--- src/sv/htach_pkg.sv ---
// htach_pkg: shared widths, constants, register indexes and types of the
// hall period tachometer. No dependencies.
`timescale 1ns / 1ps
`default_nettype none

package htach_pkg;

   localparam int TIME_WIDTH_DEFAULT = 32;
   localparam int STAMP_W            = 32;
   localparam int PPR_W              = 7;
   localparam int TIMEOUT_W          = 32;
   localparam int SCALE_W            = 24;
   localparam int RPM_W              = 26;
   localparam int SPEED_W            = 32;
   localparam int DIVISOR_W          = RPM_W + PPR_W;
   localparam int PROD_W             = RPM_W + SCALE_W;
   localparam int CSR_INDEX_W        = 8;
   localparam int CSR_DATA_W         = 32;
   localparam int QUEUE_DEPTH        = 2;

   localparam logic [RPM_W-1:0] MINUTE_US = RPM_W'(60000000);

   // register indexes
   localparam logic [CSR_INDEX_W-1:0] CSR_PPR        = CSR_INDEX_W'(0);
   localparam logic [CSR_INDEX_W-1:0] CSR_TIMEOUT    = CSR_INDEX_W'(1);
   localparam logic [CSR_INDEX_W-1:0] CSR_MM_SCALE   = CSR_INDEX_W'(2);
   localparam logic [CSR_INDEX_W-1:0] CSR_CKMH_SCALE = CSR_INDEX_W'(3);

   // register reset values
   localparam logic [PPR_W-1:0]     PPR_RESET        = PPR_W'(4);
   localparam logic [TIMEOUT_W-1:0] TIMEOUT_RESET    = TIMEOUT_W'(250000);
   localparam logic [SCALE_W-1:0]   MM_SCALE_RESET   = SCALE_W'(214467);
   localparam logic [SCALE_W-1:0]   CKMH_SCALE_RESET = SCALE_W'(77209);

   typedef struct packed {
      logic [PPR_W-1:0]     pulses_per_rotation;
      logic [TIMEOUT_W-1:0] stall_timeout_us;
      logic [SCALE_W-1:0]   mm_per_s_scale;
      logic [SCALE_W-1:0]   centi_kmph_scale;
   } cfg_type;

   // one classified word handed from front to back
   typedef struct packed {
      logic                 stopped;
      logic                 do_div;
      logic [DIVISOR_W-1:0] divisor;
   } job_type;

endpackage

`default_nettype wire

--- src/sv/htach_if.sv ---
// Handshake channels of the hall period tachometer: request, response and
// register write. Depends on htach_pkg.
`timescale 1ns / 1ps
`default_nettype none

interface htach_req_if;
   logic                          valid;
   logic                          ready;
   logic                          hall_edge;
   logic [htach_pkg::STAMP_W-1:0] time_us;

   modport source (output valid, output hall_edge, output time_us, input ready);
   modport sink   (input valid, input hall_edge, input time_us, output ready);
endinterface

interface htach_rsp_if;
   logic                          valid;
   logic                          ready;
   logic [htach_pkg::RPM_W-1:0]   motor_rpm;
   logic [htach_pkg::SPEED_W-1:0] speed_mm_s;
   logic [htach_pkg::SPEED_W-1:0] speed_centi_kmph;
   logic                          stopped;

   modport source (output valid, output motor_rpm, output speed_mm_s,
                   output speed_centi_kmph, output stopped, input ready);
   modport sink   (input valid, input motor_rpm, input speed_mm_s,
                   input speed_centi_kmph, input stopped, output ready);
endinterface

interface htach_csr_if;
   logic                              valid;
   logic                              ready;
   logic [htach_pkg::CSR_INDEX_W-1:0] index;
   logic [htach_pkg::CSR_DATA_W-1:0]  data;

   modport source (output valid, output index, output data, input ready);
   modport sink   (input valid, input index, input data, output ready);
endinterface

`default_nettype wire

--- src/sv/htach_front.sv ---
// htach_front: accepts request words, keeps the pulse times and classifies
// each word into a division job. Depends on htach_pkg, htach_if.
`timescale 1ns / 1ps
`default_nettype none

module htach_front #(
   parameter int TIME_WIDTH = htach_pkg::TIME_WIDTH_DEFAULT
) (
   input  wire logic                clock,
   input  wire logic                reset,
   htach_req_if.sink                req,
   input  wire htach_pkg::cfg_type  cfg,
   input  wire logic                queue_full,
   output      logic                push,
   output      htach_pkg::job_type  job
);

   logic [TIME_WIDTH-1:0] last_ff, last_in;
   logic [TIME_WIDTH-1:0] prev_ff, prev_in;
   logic [63:0]           stamp_ext;
   logic [TIME_WIDTH-1:0] now;
   logic [TIME_WIDTH-1:0] interval;
   logic [TIME_WIDTH-1:0] gap;
   logic [63:0]           interval_ext;
   logic                  no_pulse;
   logic                  stall;
   logic                  stopped;

   assign req.ready = !queue_full;
   assign push      = req.valid && req.ready;

   always_comb begin
      stamp_ext    = 64'(req.time_us);
      now          = stamp_ext[TIME_WIDTH-1:0];
      last_in      = req.hall_edge ? now     : last_ff;
      prev_in      = req.hall_edge ? last_ff : prev_ff;
      interval     = last_in - prev_in;
      gap          = now - last_in;
      interval_ext = 64'(interval);
      no_pulse     = (last_in == '0) || (prev_in == '0);
      stall        = 64'(gap) > 64'(cfg.stall_timeout_us);
      stopped      = no_pulse || (interval == '0) || (cfg.pulses_per_rotation == '0) || stall;
      job.stopped  = stopped;
      // interval above one minute gives zero rpm without division
      job.do_div   = !stopped && (interval_ext <= 64'(htach_pkg::MINUTE_US));
      job.divisor  = htach_pkg::DIVISOR_W'(interval_ext[htach_pkg::RPM_W-1:0])
                   * htach_pkg::DIVISOR_W'(cfg.pulses_per_rotation);
   end

   always_ff @(posedge clock) begin
      if (reset) begin
         last_ff <= '0;
         prev_ff <= '0;
      end else if (push) begin
         last_ff <= last_in;
         prev_ff <= prev_in;
      end
   end

endmodule

`default_nettype wire

--- src/sv/htach_queue.sv ---
// htach_queue: short job queue between front and back.
// Depends on htach_pkg.
`timescale 1ns / 1ps
`default_nettype none

module htach_queue (
   input  wire logic                clock,
   input  wire logic                reset,
   input  wire logic                push,
   input  wire htach_pkg::job_type  push_job,
   input  wire logic                pop,
   output      htach_pkg::job_type  head_job,
   output      logic                full,
   output      logic                empty
);

   localparam int PTR_W = (htach_pkg::QUEUE_DEPTH > 1) ? $clog2(htach_pkg::QUEUE_DEPTH) : 1;
   localparam int CNT_W = $clog2(htach_pkg::QUEUE_DEPTH + 1);

   htach_pkg::job_type entry_ff [htach_pkg::QUEUE_DEPTH];
   logic [PTR_W-1:0]   wr_ptr_ff, wr_ptr_in;
   logic [PTR_W-1:0]   rd_ptr_ff, rd_ptr_in;
   logic [CNT_W-1:0]   count_ff, count_in;
   logic               do_push, do_pop;

   function automatic logic [PTR_W-1:0] bump(input logic [PTR_W-1:0] p);
      bump = (p == PTR_W'(htach_pkg::QUEUE_DEPTH - 1)) ? '0 : p + PTR_W'(1);
   endfunction

   assign full     = count_ff == CNT_W'(htach_pkg::QUEUE_DEPTH);
   assign empty    = count_ff == '0;
   assign head_job = entry_ff[rd_ptr_ff];
   assign do_push  = push && !full;
   assign do_pop   = pop && !empty;

   always_comb begin
      wr_ptr_in = do_push ? bump(wr_ptr_ff) : wr_ptr_ff;
      rd_ptr_in = do_pop  ? bump(rd_ptr_ff) : rd_ptr_ff;
      count_in  = count_ff + CNT_W'(do_push) - CNT_W'(do_pop);
   end

   always_ff @(posedge clock) begin
      if (reset) begin
         wr_ptr_ff <= '0;
         rd_ptr_ff <= '0;
         count_ff  <= '0;
      end else begin
         wr_ptr_ff <= wr_ptr_in;
         rd_ptr_ff <= rd_ptr_in;
         count_ff  <= count_in;
      end
   end

   always_ff @(posedge clock) begin
      if (do_push) begin
         entry_ff[wr_ptr_ff] <= push_job;
      end
   end

   a_count_bound: assert property (@(posedge clock) disable iff (reset)
      count_ff <= CNT_W'(htach_pkg::QUEUE_DEPTH))
      else $error("queue count past depth");

   a_no_push_full: assert property (@(posedge clock) disable iff (reset)
      full |-> !push)
      else $error("push into full queue");

   a_no_pop_empty: assert property (@(posedge clock) disable iff (reset)
      empty |-> !pop)
      else $error("pop from empty queue");

endmodule

`default_nettype wire

--- src/sv/htach_back.sv ---
// htach_back: restoring divider for rpm, two speed multipliers, saturation
// and the response register. Depends on htach_pkg, htach_if.
`timescale 1ns / 1ps
`default_nettype none

module htach_back (
   input  wire logic                clock,
   input  wire logic                reset,
   input  wire htach_pkg::cfg_type  cfg,
   input  wire htach_pkg::job_type  head_job,
   input  wire logic                empty,
   output      logic                pop,
   htach_rsp_if.source              rsp
);

   localparam int RW    = htach_pkg::RPM_W;
   localparam int DW    = htach_pkg::DIVISOR_W;
   localparam int PW    = htach_pkg::PROD_W;
   localparam int SW    = htach_pkg::SPEED_W;
   localparam int CNT_W = $clog2(RW);

   typedef enum logic [1:0] {ST_IDLE, ST_DIV, ST_MUL, ST_DONE} state_type;

   state_type          state_ff, state_in;
   logic [CNT_W-1:0]   cnt_ff, cnt_in;
   logic [RW-1:0]      acc_ff, acc_in;      // dividend in, quotient out
   logic [DW-1:0]      rem_ff, rem_in;
   logic [DW-1:0]      div_ff, div_in;
   logic               stop_ff, stop_in;
   logic [PW-1:0]      prod_mm_ff, prod_mm_in;
   logic [PW-1:0]      prod_ck_ff, prod_ck_in;
   logic               out_valid_ff, out_valid_in;
   logic [RW-1:0]      rpm_out_ff, rpm_out_in;
   logic [SW-1:0]      mm_out_ff, mm_out_in;
   logic [SW-1:0]      ck_out_ff, ck_out_in;
   logic               stop_out_ff, stop_out_in;
   logic [DW:0]        trial;
   logic               ge;
   logic               load;

   function automatic logic [SW-1:0] saturate(input logic [PW-1:0] p);
      saturate = (p[PW-1:SW+16] != '0) ? '1 : p[SW+15:16];
   endfunction

   assign rsp.valid            = out_valid_ff;
   assign rsp.motor_rpm        = rpm_out_ff;
   assign rsp.speed_mm_s       = mm_out_ff;
   assign rsp.speed_centi_kmph = ck_out_ff;
   assign rsp.stopped          = stop_out_ff;

   always_comb begin
      state_in     = state_ff;
      cnt_in       = cnt_ff;
      acc_in       = acc_ff;
      rem_in       = rem_ff;
      div_in       = div_ff;
      stop_in      = stop_ff;
      prod_mm_in   = prod_mm_ff;
      prod_ck_in   = prod_ck_ff;
      rpm_out_in   = rpm_out_ff;
      mm_out_in    = mm_out_ff;
      ck_out_in    = ck_out_ff;
      stop_out_in  = stop_out_ff;
      pop          = 1'b0;
      load         = 1'b0;

      // one quotient bit per cycle
      trial = {rem_ff, acc_ff[RW-1]};
      ge    = trial >= {1'b0, div_ff};

      unique case (state_ff)
         ST_IDLE: begin
            if (!empty) begin
               pop     = 1'b1;
               div_in  = head_job.divisor;
               stop_in = head_job.stopped;
               rem_in  = '0;
               cnt_in  = CNT_W'(RW - 1);
               if (head_job.do_div) begin
                  acc_in   = htach_pkg::MINUTE_US;
                  state_in = ST_DIV;
               end else begin
                  acc_in   = '0;
                  state_in = ST_MUL;
               end
            end
         end
         ST_DIV: begin
            rem_in = ge ? DW'(trial - {1'b0, div_ff}) : trial[DW-1:0];
            acc_in = {acc_ff[RW-2:0], ge};
            cnt_in = cnt_ff - CNT_W'(1);
            if (cnt_ff == '0) begin
               state_in = ST_MUL;
            end
         end
         ST_MUL: begin
            prod_mm_in = PW'(acc_ff) * PW'(cfg.mm_per_s_scale);
            prod_ck_in = PW'(acc_ff) * PW'(cfg.centi_kmph_scale);
            state_in   = ST_DONE;
         end
         ST_DONE: begin
            if (!out_valid_ff || rsp.ready) begin
               load        = 1'b1;
               rpm_out_in  = acc_ff;
               mm_out_in   = saturate(prod_mm_ff);
               ck_out_in   = saturate(prod_ck_ff);
               stop_out_in = stop_ff;
               state_in    = ST_IDLE;
            end
         end
         default: state_in = ST_IDLE;
      endcase

      out_valid_in = load || (out_valid_ff && !rsp.ready);
   end

   always_ff @(posedge clock) begin
      if (reset) begin
         state_ff     <= ST_IDLE;
         out_valid_ff <= 1'b0;
      end else begin
         state_ff     <= state_in;
         out_valid_ff <= out_valid_in;
      end
      cnt_ff      <= cnt_in;
      acc_ff      <= acc_in;
      rem_ff      <= rem_in;
      div_ff      <= div_in;
      stop_ff     <= stop_in;
      prod_mm_ff  <= prod_mm_in;
      prod_ck_ff  <= prod_ck_in;
      rpm_out_ff  <= rpm_out_in;
      mm_out_ff   <= mm_out_in;
      ck_out_ff   <= ck_out_in;
      stop_out_ff <= stop_out_in;
   end

   a_stop_zero: assert property (@(posedge clock) disable iff (reset)
      (out_valid_ff && stop_out_ff) |-> (rpm_out_ff == '0))
      else $error("stopped word with nonzero rpm");

   a_zero_speed: assert property (@(posedge clock) disable iff (reset)
      (out_valid_ff && rpm_out_ff == '0) |-> (mm_out_ff == '0 && ck_out_ff == '0))
      else $error("speed without rpm");

   a_pop_idle: assert property (@(posedge clock) disable iff (reset)
      pop |=> (state_ff == ST_DIV || state_ff == ST_MUL))
      else $error("dequeue did not start a job");

endmodule

`default_nettype wire

--- src/sv/hall_period_tachometer_core.sv ---
// hall_period_tachometer_core: top level, register file and wiring of front,
// queue and back. Depends on htach_pkg, htach_if and the htach_* modules.
//
// Period tachometer with stall timeout. Each request word carries a
// microsecond timestamp and a hall-edge flag; every word returns one response
// word with motor rpm = 60000000 / (pulse interval * pulses_per_rotation),
// two road speeds (rpm times a Q16 scale, saturated to 32 bits) and a stopped
// flag set when rpm is forced to zero (fewer than two pulses, zero interval,
// zero pulses_per_rotation, or gap since the last pulse above the timeout).
// Pulse times wrap modulo 2^TIME_WIDTH. The front takes a request word in the
// cycle it is offered as long as the two-word job queue has room; the back
// works on one word at a time: for a word that needs division it dequeues it,
// runs the restoring divider at one quotient bit per cycle, multiplies, and
// loads the response register, waiting there while an earlier response has
// not been taken; a word whose rpm is zero by rule skips the divider.
// The back starts the next word while a response waits.
// Registers are written through the csr channel (ready is always high):
// 0 pulses_per_rotation, 1 stall_timeout_us, 2 mm_per_s_scale,
// 3 centi_kmph_scale; other indexes are ignored. Write them only while idle.
`timescale 1ns / 1ps
`default_nettype none

module hall_period_tachometer_core #(
   parameter int TIME_WIDTH = htach_pkg::TIME_WIDTH_DEFAULT
) (
   input wire logic    clock,
   input wire logic    reset,
   htach_req_if.sink   req_if,
   htach_rsp_if.source rsp_if,
   htach_csr_if.sink   csr_if
);

   htach_pkg::cfg_type cfg_ff;
   htach_pkg::job_type push_job;
   htach_pkg::job_type head_job;
   logic               push;
   logic               pop;
   logic               queue_full;
   logic               queue_empty;

   // register file
   assign csr_if.ready = 1'b1;

   always_ff @(posedge clock) begin
      if (reset) begin
         cfg_ff.pulses_per_rotation <= htach_pkg::PPR_RESET;
         cfg_ff.stall_timeout_us    <= htach_pkg::TIMEOUT_RESET;
         cfg_ff.mm_per_s_scale      <= htach_pkg::MM_SCALE_RESET;
         cfg_ff.centi_kmph_scale    <= htach_pkg::CKMH_SCALE_RESET;
      end else if (csr_if.valid) begin
         unique case (csr_if.index)
            htach_pkg::CSR_PPR:
               cfg_ff.pulses_per_rotation <= csr_if.data[htach_pkg::PPR_W-1:0];
            htach_pkg::CSR_TIMEOUT:
               cfg_ff.stall_timeout_us <= csr_if.data[htach_pkg::TIMEOUT_W-1:0];
            htach_pkg::CSR_MM_SCALE:
               cfg_ff.mm_per_s_scale <= csr_if.data[htach_pkg::SCALE_W-1:0];
            htach_pkg::CSR_CKMH_SCALE:
               cfg_ff.centi_kmph_scale <= csr_if.data[htach_pkg::SCALE_W-1:0];
            default: ;   // unknown index: no register
         endcase
      end
   end

   // front: pulse times and classification
   htach_front #(
      .TIME_WIDTH (TIME_WIDTH)
   ) u_front (
      .clock      (clock),
      .reset      (reset),
      .req        (req_if),
      .cfg        (cfg_ff),
      .queue_full (queue_full),
      .push       (push),
      .job        (push_job)
   );

   // two-word job queue
   htach_queue u_queue (
      .clock    (clock),
      .reset    (reset),
      .push     (push),
      .push_job (push_job),
      .pop      (pop),
      .head_job (head_job),
      .full     (queue_full),
      .empty    (queue_empty)
   );

   // back: divide, scale, respond
   htach_back u_back (
      .clock    (clock),
      .reset    (reset),
      .cfg      (cfg_ff),
      .head_job (head_job),
      .empty    (queue_empty),
      .pop      (pop),
      .rsp      (rsp_if)
   );

endmodule

`default_nettype wire
--- src/flat_wrapper.sv ---
// flat-port wrapper written by rule: the top's interface ports become plain ports
module hall_period_tachometer_core_flat 
#(
   parameter int TIME_WIDTH = htach_pkg::TIME_WIDTH_DEFAULT
)
  (clock, reset, req_if_valid, req_if_hall_edge, req_if_time_us, req_if_ready, rsp_if_valid, rsp_if_motor_rpm, rsp_if_speed_mm_s, rsp_if_speed_centi_kmph, rsp_if_stopped, rsp_if_ready, csr_if_valid, csr_if_index, csr_if_data, csr_if_ready);
  htach_req_if req_if_i ();
  htach_rsp_if rsp_if_i ();
  htach_csr_if csr_if_i ();
  input wire logic clock;
  input wire logic reset;
  input wire logic [$bits(req_if_i.valid)-1:0] req_if_valid;
  input wire logic [$bits(req_if_i.hall_edge)-1:0] req_if_hall_edge;
  input wire logic [$bits(req_if_i.time_us)-1:0] req_if_time_us;
  output wire logic [$bits(req_if_i.ready)-1:0] req_if_ready;
  output wire logic [$bits(rsp_if_i.valid)-1:0] rsp_if_valid;
  output wire logic [$bits(rsp_if_i.motor_rpm)-1:0] rsp_if_motor_rpm;
  output wire logic [$bits(rsp_if_i.speed_mm_s)-1:0] rsp_if_speed_mm_s;
  output wire logic [$bits(rsp_if_i.speed_centi_kmph)-1:0] rsp_if_speed_centi_kmph;
  output wire logic [$bits(rsp_if_i.stopped)-1:0] rsp_if_stopped;
  input wire logic [$bits(rsp_if_i.ready)-1:0] rsp_if_ready;
  input wire logic [$bits(csr_if_i.valid)-1:0] csr_if_valid;
  input wire logic [$bits(csr_if_i.index)-1:0] csr_if_index;
  input wire logic [$bits(csr_if_i.data)-1:0] csr_if_data;
  output wire logic [$bits(csr_if_i.ready)-1:0] csr_if_ready;
  assign req_if_i.valid = req_if_valid;
  assign req_if_i.hall_edge = req_if_hall_edge;
  assign req_if_i.time_us = req_if_time_us;
  assign req_if_ready = req_if_i.ready;
  assign rsp_if_valid = rsp_if_i.valid;
  assign rsp_if_motor_rpm = rsp_if_i.motor_rpm;
  assign rsp_if_speed_mm_s = rsp_if_i.speed_mm_s;
  assign rsp_if_speed_centi_kmph = rsp_if_i.speed_centi_kmph;
  assign rsp_if_stopped = rsp_if_i.stopped;
  assign rsp_if_i.ready = rsp_if_ready;
  assign csr_if_i.valid = csr_if_valid;
  assign csr_if_i.index = csr_if_index;
  assign csr_if_i.data = csr_if_data;
  assign csr_if_ready = csr_if_i.ready;
  hall_period_tachometer_core #(.TIME_WIDTH(TIME_WIDTH)) u_core (.clock(clock), .reset(reset), .req_if(req_if_i), .rsp_if(rsp_if_i), .csr_if(csr_if_i));
endmodule
--- config.mk ---
export PLATFORM = sky130hd
export DESIGN_NAME = hall_period_tachometer_core_flat
export DESIGN_NICKNAME = d
export VERILOG_FILES = /design/src/sv/htach_pkg.sv /design/src/sv/htach_if.sv /design/src/sv/htach_front.sv /design/src/sv/htach_queue.sv /design/src/sv/htach_back.sv /design/src/sv/hall_period_tachometer_core.sv /design/src/flat_wrapper.sv
export SDC_FILE = /design/constraint.sdc
export NUM_CORES = 2
export LEC_CHECK = 0
export BUFFER_PORTS_ARGS = -buffer_cell sky130_fd_sc_hd__buf_2
export CAP_MARGIN = 20
export CORE_ASPECT_RATIO = 1.1
export CORE_MARGIN = 2
export CORE_UTILIZATION = 25
export DETAILED_ROUTE_END_ITERATION = 7
export PLACE_DENSITY = 0.49
export SLEW_MARGIN = 20
export SYNTH_ARGS = -nofsm -noshare
export SYNTH_HDL_FRONTEND = slang
export SYNTH_SLANG_ARGS = --single-unit
--- constraint.sdc ---
create_clock -name clock -period 10.95 [get_ports clock]
set_input_delay 1.095 -clock clock [delete_from_list [all_inputs] [get_ports clock]]
set_output_delay 1.095 -clock clock [all_outputs]
set_load 0.03 [all_outputs]
==> out/summary.md <==
The flow ran to the end, and the final reports show no timing, DRC or antenna violations. 172 I/O pins were placed. The tools report the initial antenna violation count as 14. Critical path's top delay family: adder cells. Across all hold checks on the routed design, the worst slack comes to 0.412 ns. For the standard-cell row count, the log shows 201. Across all layers, the routed design uses 48800 vias.

The logs give 53200 for the via count of the first global-routing pass and 9.71 ns for the arrival time at the worst endpoint. The transition time at the pin with the least slew margin works out to 1.08 ns. The tools report the kind of start point of the critical path as a register. The setup check on the worst reg-to-reg path leaves a slack of 1.68 ns. The sum of buffers and inverters on the critical path works out to 8. The mean area per synthesized cell came out at 9.49 um2.

Among all flip-flop cells after synthesis, the most frequent one is edfxtp_1. Setup total negative slack on the finished layout was measured at 0 ns. The insertion delay of the later-clocked pin in the worst-skew pair is 0.73 ns.

Counting every net in the synthesized netlist gives 8981. Post-synthesis sequential element count: 486. The leading cell type in the layout, fill and taps excluded is inv_1. At the end of the flow, the number of nets in the layout was 8995. After layout, the minimum clock period comes to 9.27 ns. Global routing finished with a remaining overflow of 0.

The floorplan die width works out to 503 um. The biggest fanout along the worst timing path was 15. The tools report the relative slew slack as 0.283.

CTS saw 486 sinks. The share of synthesized registers carrying an async set or reset came out at 0. The count of pins over their slew limit came out at 0. The global routing usage summed across all routing layers was 0.146; the cell count of the worst hold path was 0. The run gives 0.272 mm2 as the total core area. The slowest stage cell on the critical path was a22oi_1.

In this run, placement finished with an instance count of 10800. The tools report the post-synthesis cell count as 7201. Clock-pin slew was measured on the worst setup and hold paths at 0.06 ns. The ratio of cells with drive above 1 in the final layout came out at 0.0671. The source of the worst register-to-register timing path was u_core.cfg_ff[27]. The tools report the number of hold-slack violations in the final timing report as 0. The first detailed-routing pass ran for 5 iterations. Sink of the worst hold path: u_core.u_back.rsp.stopped. The post-CTS setup buffer count came out at 0. At the placement stage, the worst setup path has a slack of 1.48 ns.

Yosys mapped a number of flops with a built-in enable equal to 327. The run gives 85 as the largest net degree at the start of global routing. At the worst endpoint, the required time is 11.39 ns.

CTS built an H-tree with a depth of 3. Clock tree synthesis inserted a total of 67 buffers. Once detail routing completed, the nets flagged for antenna violations numbered 0.

In this run the critical register-to-register path is captured at u_core.u_back.prod_mm_ff[47]. The run gives 0.251 as the initial cell density of the core. Input and output buffers added on the ports amount to 170.

In the routed design, unresolved DRC markers number 0. TritonCTS built the clock tree. In this run the clock root is driven by a clkbuf_16.

The clock arrives with 0.0575 ns of skew. The Yosys step of the flow raised 0 warnings. The library cells used most frequently in the layout, excluding fill and tap cells, are inv_1, fa_1, nand2_1.

Setup violations remaining at the end of the flow were counted as 0. The type of the worst setup path was register to register. In the final routed layout, each cell accounts on average for 18.3 um. Using the TritonRoute via totals, the vias-per-cell ratio works out to 4.47. Yosys mapped the design onto 83 distinct sky130hd cell types. The tightest min-delay check is of the register to register type. Excluding fillers, the count of instances in the completed layout stands at 10900. Measured along the y axis, the die boundary spans 552 um. The tool flagged a number of max-cap violations equal to 0.

The final critical-path share of the clock period works out to 0.847. The startpoint identified for the worst hold timing path is u_core.u_back.stop_ff. The global-route wire length before repair was 315 mm. Detailed placement HPWL: 156 mm.

The worst-case clock buffer depth was 3; the highest attainable clock frequency was 108 MHz. The mapped netlist covers 0.0683 mm2. The worst setup path is captured at a register.

The cell count of the worst reg-to-reg path works out to 28. Post-CTS repair changed the size of 0 cells. Setup repair after global routing left no endpoint under its margin. The area added between synthesis and finish is 11.3%. The congestion estimate from routability-driven global placement came to 0.858. The delay of the slowest critical-path stage works out to 0.72 ns.

Total die area: 0.278 mm2. For this block, the routed nets add up to 200 mm of wire. The logs give 0 for the post-cts hold buffer count and 2721 for the number of DRC violations after detailed-routing iteration 0. Once routing completed, OpenROAD measured the worst setup slack at 1.68 ns. Register area share after synthesis: 0.190.
-- cell usage after synthesis (13+ instances only) --
cell type,n,area [um2]
inv_1,1434,5380
fa_1,1172,23500
nand2_1,920,3450
and2_1,767,4800
ha_1,530,6630
clkbuf_1,331,1240
edfxtp_1,327,9820
nor2_1,226,848
a21oi_1,220,1100
dfxtp_1,159,3180
xnor2_1,126,1100
a21o_1,98,736
mux2i_1,96,961
a211oi_1,84,631
o21ai_0,72,360
or3_1,69,432
nor2b_1,52,325
xor2_1,47,412
nand3_1,42,210
nand4_1,42,263
mux2_2,34,383
nand2b_1,30,188
o21bai_1,30,225
nand3b_1,29,218
o21a_1,29,218
nor3_1,20,100
buf_1,19,71.3
a31oi_1,18,113
nor4_1,14,87.6
and3_1,13,81.3
o31ai_1,13,97.6
-- sequential cells by signal (all words and copies together) (netlist names), named ones only --
signal,count
u_core.u_queue.rd_ptr_ff,1
u_core.u_back.rsp.stopped,1
u_core.u_back.rsp.motor_rpm,26
u_core.u_front.last_ff,32
u_core.u_back.rsp.speed_centi_kmph,32
u_core.u_back.state_ff,2
u_core.u_queue.entry_ff,70
u_core.u_back.prod_mm_ff,34
u_core.u_back.acc_ff,26
u_core.u_back.cnt_ff,5
u_core.u_back.prod_ck_ff,34
u_core.u_front.prev_ff,32
u_core.u_queue.wr_ptr_ff,1
u_core.u_back.rsp.speed_mm_s,32
u_core.u_back.rsp.valid,1
u_core.u_queue.count_ff,2
u_core.u_back.div_ff,33
u_core.u_back.rem_ff,33
u_core.u_back.stop_ff,1
u_core.cfg_ff,87
-- area by class of cell --
cell class              count  area, um2
inverters                1434       5380
multi-input cells        4928      48700
fillers                 28700     196000
clock buffers              78       1770
well taps                3654       4570
diodes                      4       10.0
clock inverters            46        763
flip-flops and latches    486      13000
repair buffers            298       1860
-- routing by layer --
metal / wire length [um] / vias to the layer above / global-route usage
met4: 4890 / 0 / 0.0370
met3: 8580 / 228 / 0.0185
met2: 99600 / 1022 / 0.256
li1: - / 22300 / -
met1: 87100 / 25300 / 0.189
met5: 0 / - / 0
-- how the worst max path moves through the flow --
stage / startpoint / end / slack, ns / cells after the start
2_1_floorplan: req_if_hall_edge / u_core.u_queue.entry_ff[0][31] / 2.28 / 27
3_3_place_gp: req_if_hall_edge / u_core.u_queue.entry_ff[0][30] / 1.63 / 26
3_5_place_dp: req_if_hall_edge / u_core.u_queue.entry_ff[1][31] / 1.48 / 26
4_1_cts: u_core.cfg_ff[27] / u_core.u_back.prod_mm_ff[47] / 1.57 / 28
5_1_grt: u_core.cfg_ff[27] / u_core.u_back.prod_mm_ff[47] / 1.21 / 28
6_report: u_core.cfg_ff[27] / u_core.u_back.prod_mm_ff[47] / 1.68 / 28
-- per-stage QoR --
step | cell area, um2 | utilization
floorplan | 68300 | -
finish | 76100 | 0.279
global route | 76100 | 0.279
global placement | 73400 | 0.270
detailed placement | 73500 | 0.270
CTS | 76000 | 0.279
-- kinds of logic after synthesis --
family,share of synthesized area
AO/OA/AOI/OAI,0.0639
XOR/XNOR,0.0226
adder cells (fa/ha/maj),0.440
buffers and inverters,0.0982
flip-flops,0.190
multiplexers,0.0197
other,0.0000549
AND/OR/NAND/NOR,0.165
-- worst reg2reg max path, delay by kind of cell (launching register included) --
kind                     cells  cell delay (ns)
AND/OR/NAND/NOR              3             0.71
AO/OA/AOI/OAI                9             3.02
adder cells (fa/ha/maj)      8             3.91
flip-flops                   1             0.70
buffers and inverters        8             0.70
Power is not shown: default switching activity piles up to over one toggle a cycle in this logic, so the estimate is an artifact.
